<file path="config.mk">
export PLATFORM = sky130hd
export DESIGN_NAME = length_prefixed_reassembler_core
export DESIGN_NICKNAME = d
export VERILOG_FILES = /design/src/sv/lpr_pkg.sv /design/src/sv/lpr_ctrl.sv /design/src/sv/length_prefixed_reassembler_core.sv
export VERILOG_INCLUDE_DIRS = /design/src /design/src/sv
export SDC_FILE = /design/constraint.sdc
export NUM_CORES = 1
export LEC_CHECK = 0
export BUFFER_PORTS_ARGS = -buffer_cell sky130_fd_sc_hd__buf_2
export CAP_MARGIN = 20
export CORE_UTILIZATION = 40
export CTS_CLUSTER_DIAMETER = 120
export DETAILED_ROUTE_END_ITERATION = 10
export GPL_TIMING_DRIVEN = 0
export SYNTH_ARGS = -nofsm -noshare
export SYNTH_HDL_FRONTEND = slang
export SYNTH_SLANG_ARGS = --single-unit
</file>
<file path="constraint.sdc">
create_clock -name clock -period 4.2 [get_ports clock]
set_input_delay 0.63 -clock clock [delete_from_list [all_inputs] [get_ports clock]]
set_output_delay 0.63 -clock clock [all_outputs]
set_load 0.05 [all_outputs]
</file>
<file path="src/sv/length_prefixed_reassembler_core_assert.svh">
// Assertion macros for the length-prefixed reassembler core.
`ifndef LENGTH_PREFIXED_REASSEMBLER_CORE_ASSERT_SVH
`define LENGTH_PREFIXED_REASSEMBLER_CORE_ASSERT_SVH

`ifndef SYNTHESIS
`define LPR_ASSERT(name, prop) \
   name: assert property (@(posedge clock) disable iff (reset) prop) \
      else $error("reassembler assertion failed");
`define LPR_ASSERT_ALWAYS(name, prop) \
   name: assert property (@(posedge clock) prop) \
      else $error("reassembler reset assertion failed");
`else
`define LPR_ASSERT(name, prop)
`define LPR_ASSERT_ALWAYS(name, prop)
`endif

`endif

</file>
<file path="src/sv/lpr_pkg.sv">
// Package with the types and constants of the length-prefixed reassembler.
`timescale 1ns / 1ps

package lpr_pkg;

   typedef enum logic [3:0] {
      PH_IDLE     = 4'b0001,
      PH_LEN_HIGH = 4'b0010,
      PH_PAYLOAD  = 4'b0100,
      PH_DRAIN    = 4'b1000
   } phase_type;

   localparam logic FUNC_BYTE = 1'b0;
   localparam logic FUNC_TICK = 1'b1;

   localparam logic [2:0] KIND_PAYLOAD    = 3'd0;
   localparam logic [2:0] KIND_COMPLETE   = 3'd1;
   localparam logic [2:0] KIND_TIMEOUT    = 3'd2;
   localparam logic [2:0] KIND_BAD_LENGTH = 3'd3;
   localparam logic [2:0] KIND_SHORT      = 3'd4;

   localparam logic CSR_TIMEOUT_LIMIT = 1'b0;
   localparam logic CSR_MTU_SIZE      = 1'b1;

   localparam logic [15:0] TIMEOUT_RESET = 16'd1000;
   localparam logic [9:0]  MTU_RESET     = 10'd23;
   localparam logic [9:0]  MTU_LOW       = 10'd23;
   localparam logic [9:0]  MTU_HIGH      = 10'd517;
   localparam logic [9:0]  MTU_MIN_FRAME = 10'd2;
   localparam logic [15:0] TICK_MAX      = 16'hFFFF;
   localparam logic [12:0] LEN_SAT       = 13'h1FFF;

   typedef struct packed {
      logic       func;
      logic [7:0] data_byte;
      logic       frag_last;
   } item_type;

   typedef struct packed {
      logic        valid;
      logic [2:0]  kind;
      logic [7:0]  out_byte;
      logic [12:0] msg_length;
   } result_type;

endpackage

</file>
<file path="src/sv/lpr_ctrl.sv">
// Reassembly state, configuration registers and per-request result logic.
`timescale 1ns / 1ps

module lpr_ctrl #(
   parameter int MAX_MESSAGE = 4096
) (
   input  logic               clock,
   input  logic               reset,
   input  logic               csr_write,
   input  logic               csr_index,
   input  logic [15:0]        csr_data,
   input  logic               step,
   input  lpr_pkg::item_type  item,
   output lpr_pkg::result_type res
);

   localparam logic [15:0] MAX_LEN = 16'(MAX_MESSAGE);

   lpr_pkg::phase_type phase_ff, phase_in;
   logic        at_start_ff, at_start_in;
   logic [7:0]  len_low_ff, len_low_in;
   logic [12:0] exp_len_ff, exp_len_in;
   logic [12:0] rcv_cnt_ff, rcv_cnt_in;
   logic [15:0] tick_ff, tick_in;
   logic [15:0] timeout_limit_ff;
   logic [9:0]  mtu_ff;

   logic [15:0] len_word;
   logic [15:0] tick_inc;
   logic [12:0] rcv_inc;

   always_ff @(posedge clock) begin
      if (reset) begin
         timeout_limit_ff <= lpr_pkg::TIMEOUT_RESET;
         mtu_ff           <= lpr_pkg::MTU_RESET;
      end else if (csr_write) begin
         if (csr_index == lpr_pkg::CSR_TIMEOUT_LIMIT) begin
            timeout_limit_ff <= csr_data;
         end else if (csr_data[9:0] >= lpr_pkg::MTU_LOW &&
                      csr_data[9:0] <= lpr_pkg::MTU_HIGH) begin
            mtu_ff <= csr_data[9:0];
         end
      end
   end

   always_comb begin
      len_word = {item.data_byte, len_low_ff};
      if (mtu_ff < lpr_pkg::MTU_MIN_FRAME) begin
         len_word = '0;
      end
      tick_inc = (tick_ff == lpr_pkg::TICK_MAX) ? tick_ff : tick_ff + 16'd1;
      rcv_inc  = rcv_cnt_ff + 13'd1;

      phase_in    = phase_ff;
      at_start_in = at_start_ff;
      len_low_in  = len_low_ff;
      exp_len_in  = exp_len_ff;
      rcv_cnt_in  = rcv_cnt_ff;
      tick_in     = tick_ff;
      res         = '0;

      if (step) begin
         if (item.func == lpr_pkg::FUNC_TICK) begin
            if (phase_ff == lpr_pkg::PH_LEN_HIGH || phase_ff == lpr_pkg::PH_PAYLOAD) begin
               tick_in = tick_inc;
               if (timeout_limit_ff != 16'd0 && tick_inc >= timeout_limit_ff) begin
                  res.valid  = 1'b1;
                  res.kind   = lpr_pkg::KIND_TIMEOUT;
                  phase_in   = at_start_ff ? lpr_pkg::PH_IDLE : lpr_pkg::PH_DRAIN;
                  exp_len_in = '0;
                  rcv_cnt_in = '0;
                  tick_in    = '0;
               end
            end
         end else begin
            case (phase_ff)
               lpr_pkg::PH_IDLE: begin
                  if (item.frag_last) begin
                     res.valid = 1'b1;
                     res.kind  = lpr_pkg::KIND_SHORT;
                  end else begin
                     len_low_in = item.data_byte;
                     tick_in    = '0;
                     phase_in   = lpr_pkg::PH_LEN_HIGH;
                  end
               end
               lpr_pkg::PH_LEN_HIGH: begin
                  if (len_word == 16'd0 || len_word > MAX_LEN) begin
                     res.valid      = 1'b1;
                     res.kind       = lpr_pkg::KIND_BAD_LENGTH;
                     res.msg_length = (len_word > 16'(lpr_pkg::LEN_SAT)) ?
                                      lpr_pkg::LEN_SAT : len_word[12:0];
                     exp_len_in     = '0;
                     phase_in       = item.frag_last ? lpr_pkg::PH_IDLE
                                                     : lpr_pkg::PH_DRAIN;
                  end else begin
                     exp_len_in = len_word[12:0];
                     rcv_cnt_in = '0;
                     phase_in   = item.frag_last ? lpr_pkg::PH_IDLE
                                                 : lpr_pkg::PH_PAYLOAD;
                  end
               end
               lpr_pkg::PH_PAYLOAD: begin
                  if (at_start_ff) begin
                     tick_in = '0;
                  end
                  res.valid    = 1'b1;
                  res.out_byte = item.data_byte;
                  if (rcv_inc >= exp_len_ff) begin
                     res.kind       = lpr_pkg::KIND_COMPLETE;
                     res.msg_length = exp_len_ff;
                     exp_len_in     = '0;
                     rcv_cnt_in     = '0;
                     phase_in       = item.frag_last ? lpr_pkg::PH_IDLE
                                                     : lpr_pkg::PH_DRAIN;
                  end else begin
                     res.kind   = lpr_pkg::KIND_PAYLOAD;
                     rcv_cnt_in = rcv_inc;
                  end
               end
               default: begin
                  if (item.frag_last) begin
                     phase_in = lpr_pkg::PH_IDLE;
                  end
               end
            endcase
            at_start_in = item.frag_last;
         end
      end
   end

   always_ff @(posedge clock) begin
      if (reset) begin
         phase_ff    <= lpr_pkg::PH_IDLE;
         at_start_ff <= 1'b1;
         len_low_ff  <= '0;
         exp_len_ff  <= '0;
         rcv_cnt_ff  <= '0;
         tick_ff     <= '0;
      end else begin
         phase_ff    <= phase_in;
         at_start_ff <= at_start_in;
         len_low_ff  <= len_low_in;
         exp_len_ff  <= exp_len_in;
         rcv_cnt_ff  <= rcv_cnt_in;
         tick_ff     <= tick_in;
      end
   end

endmodule

</file>
<file path="src/sv/length_prefixed_reassembler_core.sv">
// Top level of the length-prefixed reassembler: request and response registers.
`timescale 1ns / 1ps
// The block takes one request per cycle on the req_ channel while req_stall is low:
// a fragment byte with its end-of-fragment mark, or a timeout tick. Each request gives
// at most one response on the rsp_ channel: a payload byte, the completing byte with the
// message length, a timeout abort, a bad length or a short first fragment.
// An accepted request is held in the request register, is evaluated against the
// reassembly state and lands in the response register, from which its response is
// taken. Requests that give no response still take their turn in the request register.
// Throughput is one request per cycle while rsp_stall is low; the reassembly state
// is updated once per request.
// When the receiver raises rsp_stall, the response register holds and the request
// register fills; req_stall rises only while both are full and the response is stalled.
// Registers on the csr_ port are written by csr_write and should change only while idle.
// Synchronous reset empties both registers, returns the parser to waiting for a length
// prefix and loads the register reset values.

`include "length_prefixed_reassembler_core_assert.svh"

module length_prefixed_reassembler_core #(
   parameter int MAX_MESSAGE = 4096
) (
   input  logic        clock,
   input  logic        reset,
   input  logic        req_valid,
   output logic        req_stall,
   input  logic        req_func,
   input  logic [7:0]  req_data_byte,
   input  logic        req_frag_last,
   output logic        rsp_valid,
   input  logic        rsp_stall,
   output logic [2:0]  rsp_kind,
   output logic [7:0]  rsp_out_byte,
   output logic [12:0] rsp_msg_length,
   input  logic        csr_write,
   input  logic        csr_index,
   input  logic [15:0] csr_data
);

   lpr_pkg::item_type   in_item_ff;
   logic                in_valid_ff, in_valid_in;
   lpr_pkg::result_type res;
   lpr_pkg::result_type rsp_ff;
   logic                rsp_valid_ff, rsp_valid_in;
   logic                out_free;
   logic                step;
   logic                req_take;
   logic                rsp_abort;

   assign out_free  = !rsp_valid_ff || !rsp_stall;
   assign step      = in_valid_ff && out_free;
   assign req_stall = in_valid_ff && !step;
   assign req_take  = req_valid && !req_stall;

   assign in_valid_in  = req_take ? 1'b1 : (step ? 1'b0 : in_valid_ff);
   assign rsp_valid_in = out_free ? (step && res.valid) : rsp_valid_ff;

   always_ff @(posedge clock) begin
      if (reset) begin
         in_valid_ff  <= 1'b0;
         rsp_valid_ff <= 1'b0;
      end else begin
         in_valid_ff  <= in_valid_in;
         rsp_valid_ff <= rsp_valid_in;
      end
   end

   always_ff @(posedge clock) begin
      if (req_take) begin
         in_item_ff.func      <= req_func;
         in_item_ff.data_byte <= req_data_byte;
         in_item_ff.frag_last <= req_frag_last;
      end
      if (step) begin
         rsp_ff <= res;
      end
   end

   lpr_ctrl #(
      .MAX_MESSAGE(MAX_MESSAGE)
   ) u_ctrl (
      .clock     (clock),
      .reset     (reset),
      .csr_write (csr_write),
      .csr_index (csr_index),
      .csr_data  (csr_data),
      .step      (step),
      .item      (in_item_ff),
      .res       (res)
   );

   assign rsp_valid      = rsp_valid_ff;
   assign rsp_kind       = rsp_ff.kind;
   assign rsp_out_byte   = rsp_ff.out_byte;
   assign rsp_msg_length = rsp_ff.msg_length;

   assign rsp_abort = rsp_kind == lpr_pkg::KIND_TIMEOUT || rsp_kind == lpr_pkg::KIND_SHORT;

   `LPR_ASSERT(a_req_held, req_valid && !req_stall |=> in_valid_ff)
   `LPR_ASSERT(a_kind_legal, rsp_valid |-> rsp_kind <= lpr_pkg::KIND_SHORT)
   `LPR_ASSERT(a_no_byte_on_abort, rsp_valid && rsp_abort |-> rsp_out_byte == 8'd0 && rsp_msg_length == 13'd0)
   `LPR_ASSERT_ALWAYS(a_reset_empty, reset |=> !rsp_valid && !req_stall)

endmodule
</file>
# Word level (Yosys, flattened, before mapping)
# Index checks and enable logic that the tools add are counted.
# totals
register_bits,117
inputBits,32
output_inout_bits,26
elab_cells,114
# op_classes
add_sub_neg,2
magnitude_cmp,7
n_eq_ne,10
muxes,45
bitwise,5
reduce_logical,29
# op_table
operator,count
$mux 13,11
$mux 16,7
$pmux 13 s2,3
$mux 4,14
$gt 16x13->1 const B,2
$pmux 16 s2,1
$mux 25,1
$pmux 4 s3,2
$mux 21,1
$add 16x1->16 const B,1
$eq 16x16->1 const B,1
$ge 16x16->1,1
$logic_not 16->1,1
$reduce_bool 16->1,1
$reduce_and 5->1,3
$add 13x1->13 const B,1
$ge 13x13->1,1
$ge 10x5->1 const B,1
$le 10x10->1 const B,1
$lt 10x2->1 const B,1
$ne 3x3->1 const B,3
$mux 8,1
$logic_and 1x1->1,6
$reduce_and 6->1,1
other kinds (18),32

# Depth between registers and ports, before layout
# Gate-level depths: netlist of run 1.
# logic_depth
ltp_word,9
depth_mapped,17
ltp_nobuf,14

# Cells and area by module
# From an unflattened synthesis of run 1, not the netlist that was laid out.
# unflattened
hier_cells,672
area_unflattened_um2,6030.8
# modules_own_cells
module,n_inst,cells_each,area_each_um2,seq_area_each_um2
lpr_ctrl,1,628,4921.0,1601.5
length_prefixed_reassembler_core,1,44,1109.8,1061.0

# Least setup slack after synthesis of run 1
# No wires, ideal clock.
# synth_path
path_type,register to register
startpoint,reg u_ctrl.tick_ff[0]
endpoint,reg u_ctrl.tick_ff[5]
setup_ps,70
t_arrival_ps,3494
required_ps,4130
slack_ps,636
stages_incl_launch_ff,17
n_path_buf,2
period_less_slack_ps,3564
path_cell_list,dfxtp_1 ha_1 nand3_1 nor4_1 nand2_1 nand4_1 xnor2_1 ha_1 a211oi_1 o21ai_0 o2111ai_1 o211ai_1 a21boi_0 clkbuf_1 buf_2 o21ai_0 a21oi_1
# synth_between
elab_chain_cells,7
word_cells_on_any_way,8
cone_classes,add/sub: 1; order compare: 1; eq/ne: 1; mux: 4; reduce/logical: 1
# synth_lines
item,line_no,rtl
start: declaration,lpr_ctrl.sv:24,"logic [15:0] tick_ff, tick_in;"
start signal: assignment,lpr_ctrl.sv:146,tick_ff <= tick_in;
$add 16x1->16 or $eq 16x16->1 (tied branches),lpr_ctrl.sv:51,tick_inc = (tick_ff == lpr_pkg::TICK_MAX) ? tick_ff : tick_ff + 16'd1;
$mux 16 (*),lpr_ctrl.sv:51,
$ge 16x16->1,lpr_ctrl.sv:66,if (timeout_limit_ff != 16'd0 && tick_inc >= timeout_limit_ff) begin
$logic_and 1x1->1,lpr_ctrl.sv:66,
$mux 16 (*),lpr_ctrl.sv:66,
$mux 16 (*),lpr_ctrl.sv:64,if (phase_ff == lpr_pkg::PH_LEN_HIGH || phase_ff == lpr_pkg::PH_PAYLOAD) begin
$mux 16 (*),lpr_ctrl.sv:63,if (item.func == lpr_pkg::FUNC_TICK) begin
# Every way passes the cells marked *; elsewhere a longest branch is shown, timed or not. The select of a mux whose other input is x is not followed.
# A chain may end at the register's enable or synchronous reset.

# Final worst setup path of run 1
# layout_path
startpoint,reg u_ctrl.tick_ff[1]
endpoint,reg u_ctrl.exp_len_ff[6]
# layout_between
elab_chain_cells,6
word_cells_on_any_way,7
cone_classes,add/sub: 1; order compare: 1; eq/ne: 2; mux: 1; reduce/logical: 2
# layout_lines
item,line_no,rtl
$add 16x1->16 or $eq 16x16->1 (tied branches),lpr_ctrl.sv:51,
$mux 16 (*),lpr_ctrl.sv:51,
$ge 16x16->1 (*),lpr_ctrl.sv:66,
$logic_and 1x1->1 (*),lpr_ctrl.sv:66,
$ne 2x1->1 (no line) (*),-,
$reduce_and 5->1 (no line) (*),-,
end signal: assignment,lpr_ctrl.sv:144,exp_len_ff <= exp_len_in;
end: declaration,lpr_ctrl.sv:22,"logic [12:0] exp_len_ff, exp_len_in;"
# Every way passes the cells marked *; elsewhere a longest branch is shown, timed or not.

==> impl_metrics.json, run 1 <==
{
  "outcome": "finished, violations left",
  "violations": "DRC",
  "r2r_cells": 13,
  "row_count": 44,
  "syn_inst": 689,
  "clock_latency_ns": 0.42,
  "clock_sink_count": 116,
  "grt_first_pass_wirelength_mm": 25.4,
  "synth_compound_area_share_pct": 15.5,
  "io_pins": 58,
  "cts_buffers": 17,
  "leakagePower_uw": 0.00288,
  "synth_seq_cells": 116,
  "worstMarginPinSlew_ns": 0.868,
  "pwr_density_cell_mw_per_mm2": 382,
  "fin_crit_sh_pct": 91.9,
  "synth-simple-area-share_pct": 21.8,
  "track_usage_pct": 20.7,
  "cts_max_level": 4,
  "cp-start-kind": "register",
  "place_area_mm2": 0.00663,
  "drv_cap": 0,
  "cts-root-buf": "clkbuf_16",
  "synthesis.nets": 752,
  "grt_antenna_before_repair": 0,
  "wl_mm": 15.6,
  "grt_pass1_vias": 4988,
  "final_common_cell": "nand2_1",
  "clockBufferDepth": 2,
  "grt_max_degree": 29,
  "clock_skew_ns": 0.00591,
  "place_ws_ns": -0.434,
  "ir_drop_mv": 0.296,
  "drtPass1Iterations": 8,
  "min-delay-path-class": "in -> reg",
  "seq_area_frac_synth_pct": 43.5,
  "vias_per_cell": 5.56,
  "ys.warnings.count": 0,
  "nNetsFinal": 831,
  "finalSetupViolations": 0,
  "syn-cell-area_mm2": 0.00611,
  "wire_per_inst_um": 16.2,
  "synthArstFlopShare_pct": 0,
  "tns_ns": 0,
  "n_fill_cell": 1353,
  "grt_overflow_total": 0,
  "ys.flop_type": "dfxtp_1",
  "dp_hpwl_mm": 11.6,
  "port_buffers": 57,
  "synth_enable_flop_cells": 34,
  "worst_setup_path_end_kind": "register",
  "critPathArrivalTime_ns": 4.20,
  "coreArea_mm2": 0.0147,
  "crit_required_ns": 4.54,
  "layout_common_cells": "112 x nand2_1, 81 x dfxtp_1, 60 x buf_2",
  "setup_slack_ns": 0.340,
  "syn-mean-instance-area_um2": 8.87,
  "ys_types": 64,
  "path_clk_slew_ns": 0.05,
  "totalPowerFinal_uw": 2790,
  "timing.fmax_mhz": 259,
  "synthMuxAreaShare_pct": 5.26,
  "final_max_slew_viol_count": 0,
  "finalCriticalPeriod_ns": 3.86,
  "stdcell_area_mm2": 0.00729,
  "start_util_pct": 41.6,
  "dp.cells": 930,
  "gp_congestion": 0.870,
  "hold_viol": 0,
  "drive_gt1_share_pct": 14.9,
  "area_growth_pct": 19.3,
  "die_width_um": 126,
  "crit_fanout": 10,
  "cts_hold_buf": 0,
  "slew_headroom_pct": 42.0,
  "antenna_left": 0,
  "cts_tree": "built",
  "chipHeight_um": 126,
  "rsz0062_at_grt": "no",
  "vias": 5368,
  "drc": 4,
  "synth_top_family_by_area": "simple AND/OR/NAND/NOR gates",
  "worstSetupPathType": "reg -> reg",
  "reg2reg_slack_ns": 0.34,
  "dieArea_mm2": 0.0158,
  "fin_cells": 965,
  "synthAdderAreaFrac_pct": 6.34,
  "antenna_cells": 0,
  "whs_path_depth": 1,
  "drt_iter0_drc": 319,
  "synth_xor_area_share_pct": 3.15
}
-- per-stage QoR --
step | util, % | hold WS, ns
2_1_floorplan | - | 0.436
3_3_place_gp | 45.1 | 0.454
3_5_place_dp | 45.1 | 0.466
4_1_cts | 49.2 | 0.370
5_1_grt | 49.6 | 0.373
6_report | 49.6 | 0.390
-- flip-flops by register name, summed over array words and instances (netlist names) --
signal                   count
u_ctrl.tick_ff              16
u_ctrl.timeout_limit_ff     16
rsp_msg_length              13
u_ctrl.exp_len_ff           13
u_ctrl.rcv_cnt_ff           13
in_item_ff                  10
u_ctrl.mtu_ff                9
rsp_out_byte                 8
u_ctrl.len_low_ff            8
u_ctrl.phase_ff              4
rsp_kind                     3
in_valid_ff                  1
rsp_valid                    1
u_ctrl.at_start_ff           1
-- cell type report --
| type | instances | area [um2] | share of cell area [%] |
|---|---|---|---|
| clock inverters | 11 | 135 | 1.85 |
| flip-flops and latches | 116 | 2660 | 36.5 |
| repair buffers | 60 | 328 | 4.50 |
| clock buffers | 21 | 440 | 6.04 |
| well taps | 184 | 230 | 3.16 |
| multi-input cells | 503 | 3220 | 44.2 |
| inverters | 35 | 131 | 1.80 |
| plain buffers | 35 | 143 | 1.96 |
-- worst paths after layout --
| check | end | start |
|---|---|---|
| max | u_ctrl.exp_len_ff[6] | u_ctrl.tick_ff[1] |
| max reg2reg | u_ctrl.exp_len_ff[6] | u_ctrl.tick_ff[1] |
| min reg2reg | u_ctrl.mtu_ff[2] | u_ctrl.mtu_ff[2] |
| min | in_item_ff[1] | req_data_byte[0] |
-- routing by layer --
metal  vias up  GRT usage (%)  share of wire [%]
li1       2643              -                  -
met1      2549           26.9                 46
met2       154           33.0                 47
met3        22           5.27                5.2
met4         0           8.11                2.0
met5         -              0                  0
-- logic make-up (layout without fill, tap and decap cells) --
logic type               Yosys count  count (layout)
AND/OR/NAND/NOR                  273             273
flip-flops                       116             116
XOR/XNOR                          22              22
AO/OA/AOI/OAI                    145             145
multiplexers                      32              32
buffers and inverters             70             162
adder cells (fa/ha/maj)           31              31
-- critical path, stage by stage (launching register included) --
cell and delay, ns:
dfxtp_1 0.39, ha_1 0.23, nand3_2 0.19, a311oi_1 0.63
nand3_1 0.19, xnor2_1 0.18, ha_1 0.29, nand4_1 0.10
a211o_1 0.28, o211ai_1 0.42, a21boi_2 0.16, nor3_4 0.24
buf_4 0.27, mux2i_1 0.21
-- power breakdown --
group | leakage (uW) | total, uW | internal (uW) | switching (uW)
combinational | 0.00160 | 166 | 53.3 | 113
sequential | 0.000999 | 1200 | 1180 | 20.4
clock | 0.000280 | 1420 | 923 | 496
-- synth_stat cells, types with 2 or more instances --
cell type	number	area (um2)
a31o_2	3	26.3
xor2_1	6	52.6
and2_1	12	75.1
ha_1	31	388
a211o_1	2	17.5
a221o_1	4	40.0
nand3_1	28	140
nor3b_1	2	15.0
or3_1	3	18.8
a31oi_1	6	37.5
o21a_1	4	30.0
a41o_1	2	20.0
mux2i_1	31	310
o41ai_1	2	17.5
a21oi_1	52	260
buf_1	5	18.8
o2bb2ai_1	5	43.8
nor2_1	39	146
clkbuf_1	26	97.6
o21ai_0	29	145
nand2_1	113	424
o211ai_1	12	90.1
nor2b_1	7	43.8
nand2b_1	4	25.0
or4_1	3	22.5
and3_1	13	81.3
o2111ai_1	2	17.5
edfxtp_1	34	1020
xnor2_1	16	140
nand2_2	2	12.5
nand4_1	15	93.8
dfxtp_1	82	1640
inv_1	34	128
a211oi_1	5	37.5
nor3_1	12	60.1
buf_2	3	15.0
nor4_1	10	62.6
a21o_1	3	22.5
a311oi_1	2	17.5
-- what timing repair did --
| action | in CTS | in global routing |
|---|---|---|
| cloned | 0 | 0 |
| endpoints found under the setup margin | 37 | 42 |
| hold endpoints to repair | 0 | 0 |
| setup buffers | 1 | 1 |
| pin swaps | 1 | 3 |
| resized for setup | 5 | 9 |
Note: power is estimated with default switching activity, not from simulation.
==> run 2, diff against run 1 <==
--- a/config.mk
+++ b/config.mk
@@ -6,6 +6,7 @@
 export SDC_FILE = /design/constraint.sdc
 export NUM_CORES = 1
 export LEC_CHECK = 0
+export ABC_AREA = 1
 export BUFFER_PORTS_ARGS = -buffer_cell sky130_fd_sc_hd__buf_2
 export CAP_MARGIN = 20
 export CORE_UTILIZATION = 40
==> impl_metrics.json, run 2 <==
{
  "synth_compound_area_share_pct": 15.2,
  "slew_headroom_pct": 55.9,
  "worst_setup_path_end_kind": "register",
  "worstSetupPathType": "reg -> reg",
  "p_int_uw": 2120,
  "syn-cell-area_mm2": 0.00616,
  "fin_crit_sh_pct": 88.1,
  "wire_per_inst_um": 13.5,
  "reg2reg_slack_ns": 0.50,
  "layout_common_cells": "171 x nand2_1, 111 x inv_1, 100 x a21oi_1",
  "path_clk_slew_ns": 0.06,
  "port_buffers": 57,
  "cts_tree": "built",
  "rsz0062_at_grt": "no",
  "dp_hpwl_mm": 11.2,
  "n_fill_cell": 1539,
  "synthArstFlopShare_pct": 0,
  "clock_sink_count": 116,
  "final_common_cell": "nand2_1",
  "cp-start-kind": "register",
  "place_area_mm2": 0.00670,
  "stdcell_area_mm2": 0.00725,
  "switching_share_pct": 24.3,
  "clkPwrFrac_pct": 48.6,
  "critPathArrivalTime_ns": 4.00,
  "drtPass1Iterations": 6,
  "netlist_top_cells_area": "dfxtp_1 27%, edfxtp_1 17%, nand2_1 10%, a21oi_1 8.1%, inv_1 6.8%",
  "share_comb_of_total_power_pct": 8.2,
  "vias_per_cell": 4.87,
  "drt_iter0_drc": 312,
  "io_pins": 58,
  "drive_gt1_share_pct": 13.9,
  "synth_top_family_by_area": "simple AND/OR/NAND/NOR gates",
  "ir_drop_mv": 0.278,
  "use_met1_pct": 24.2,
  "track_usage_pct": 19.9,
  "cts_hold_buf": 0,
  "pwr_density_cell_mw_per_mm2": 387,
  "synthAdderAreaFrac_pct": 6.29,
  "grt_overflow_total": 0,
  "cts_max_level": 4,
  "finalSetupViolations": 0,
  "seqCellArea_mm2": 0.00266,
  "final_max_slew_viol_count": 0,
  "synthesis.nets": 878,
  "crit_fanout": 10,
  "whs_path_depth": 1,
  "yosysTopAreaCell": "dfxtp_1",
  "syn_inst": 815,
  "grt_max_degree": 22,
  "synth_most_common_cell": "nand2_1",
  "hold_viol": 0,
  "yosys.area.top_type_share_pct": 26.6,
  "clock_latency_ns": 0.42,
  "r2r_cells": 19,
  "grtUsageMet2_pct": 33.2,
  "top_regs": "u_ctrl.tick_ff (16), u_ctrl.timeout_limit_ff (16)",
  "coreArea_mm2": 0.0151,
  "ys.warnings.count": 0,
  "switchingPower_uw": 683,
  "synthMuxAreaShare_pct": 0,
  "crit_required_ns": 4.50,
  "clockBufferDepth": 2,
  "start_util_pct": 40.7,
  "antenna_cells": 0,
  "p_seq_share_pct": 43.2,
  "synth_seq_cells": 116,
  "grt_first_pass_wirelength_mm": 24.6,
  "area_growth_pct": 17.7,
  "multi_input_area_mm2": 0.00294,
  "cts-root-buf": "clkbuf_16",
  "tns_ns": 0,
  "synth_enable_flop_cells": 34,
  "timing.fmax_mhz": 270,
  "dieArea_mm2": 0.0159,
  "met3_usage_pct": 4.80,
  "finalCriticalPeriod_ns": 3.70,
  "grt_antenna_before_repair": 0,
  "cts_setup_buffers": 0,
  "outcome": "complete, no violations",
  "chipHeight_um": 126,
  "die_width_um": 126,
  "syn-mean-instance-area_um2": 7.56,
  "vias": 5322,
  "worstMarginPinSlew_ns": 0.662,
  "clock_skew_ns": 0.00850,
  "synth_commonest_cells": "171 x nand2_1, 111 x inv_1, 100 x a21oi_1, 88 x nor2_1, 82 x dfxtp_1",
  "drv_cap": 0,
  "ys.flop_type": "dfxtp_1",
  "synth_xor_area_share_pct": 2.84,
  "synth-simple-area-share_pct": 23.3,
  "top_usage_layer": "met2",
  "antenna_left": 0,
  "ys_types": 36,
  "gp_congestion": 0.884,
  "drc": 0,
  "wl_mm": 14.8,
  "min-delay-path-class": "in -> reg",
  "row_count": 45,
  "leakagePower_uw": 0.00328,
  "cts_buffers": 17,
  "seq_area_frac_synth_pct": 43.2,
  "nNetsFinal": 955,
  "post_cts_resized": 0,
  "grt_pass1_vias": 5042
}
[run 2: changes by cell type after synthesis, sizes merged, moves of 12 or more]
cell and delta:
and2 -12, and3 -13, mux2i -31, o21ai +21, a21oi +49, nand2 +67
nor2 +55, inv +81
[run 2: power by group through the flow]
| stage | clock network (uW) | logic, uW | registers (uW) |
|---|---|---|---|
| floorplan | 0 | 135 | 1260 |
| global placement | 0 | 227 | 1240 |
| detailed placement | 0 | 231 | 1240 |
| CTS | 1390 | 233 | 1210 |
| global route | 1440 | 259 | 1220 |
| finish | 1360 | 231 | 1210 |
[run 2: metal layers]
metal  wire length (um)  vias to the layer above
li1                   -                     2838
met1               6680                     2355
met2               7140                      104
met3                558                       25
met4                381                        0
met5                  0                        -
[run 2: stage by stage]
| step | std cells | hold WS, ns | utilization [%] | power [uW] | setup WS [ns] |
|---|---|---|---|---|---|
| floorplan | 815 | 0.439 | - | 1390 | 1.14 |
| global placement | 1060 | 0.459 | 44.1 | 1460 | 0.484 |
| detailed placement | 1061 | 0.464 | 44.2 | 1470 | 0.433 |
| CTS | 1093 | 0.367 | 47.9 | 2830 | 0.404 |
| global route | 1093 | 0.368 | 47.9 | 2920 | 0.0773 |
| finish | 1093 | 0.381 | 47.9 | 2810 | 0.501 |
[run 2: area by class of cell]
class                      instances  area share [%]
multi-input combinational        557            40.5
sequential                       116            36.7
clock buffer                      21            6.07
inverter                         116            6.00
timing repair buffer              58            4.14
tap                              188            3.24
buffer                            26            1.85
clock inverter                    11            1.54
[run 2: worst max-delay path, cell delays in order (launching register included)]
cell and delay [ns]:
dfxtp_1 0.38, ha_1 0.21, nand2_1 0.07, nor2_1 0.20, nand4_1 0.19, nor4_1 0.39
nand3_1 0.16, xor2_1 0.19, ha_1 0.32, a21oi_1 0.15, o21ai_0 0.10, a21oi_1 0.12
nand3_1 0.16, nor2_2 0.23, inv_1 0.09, nand3_1 0.18, buf_2 0.26, nand2_1 0.07
nand2_1 0.07, a21oi_1 0.05
[run 2: worst paths after layout]
kind | from | endpoint
setup / recovery | u_ctrl.rcv_cnt_ff[0] | u_ctrl.exp_len_ff[11]
hold / removal | req_data_byte[7] | in_item_ff[8]
setup reg to reg | u_ctrl.rcv_cnt_ff[0] | u_ctrl.exp_len_ff[11]
hold reg to reg | in_valid_ff | rsp_valid
[run 2: kinds of logic after synthesis]
group | Yosys count
xor+xnor | 20
simple gates | 330
flops | 116
buf+inv | 142
compound gates | 176
fa+ha+maj | 31
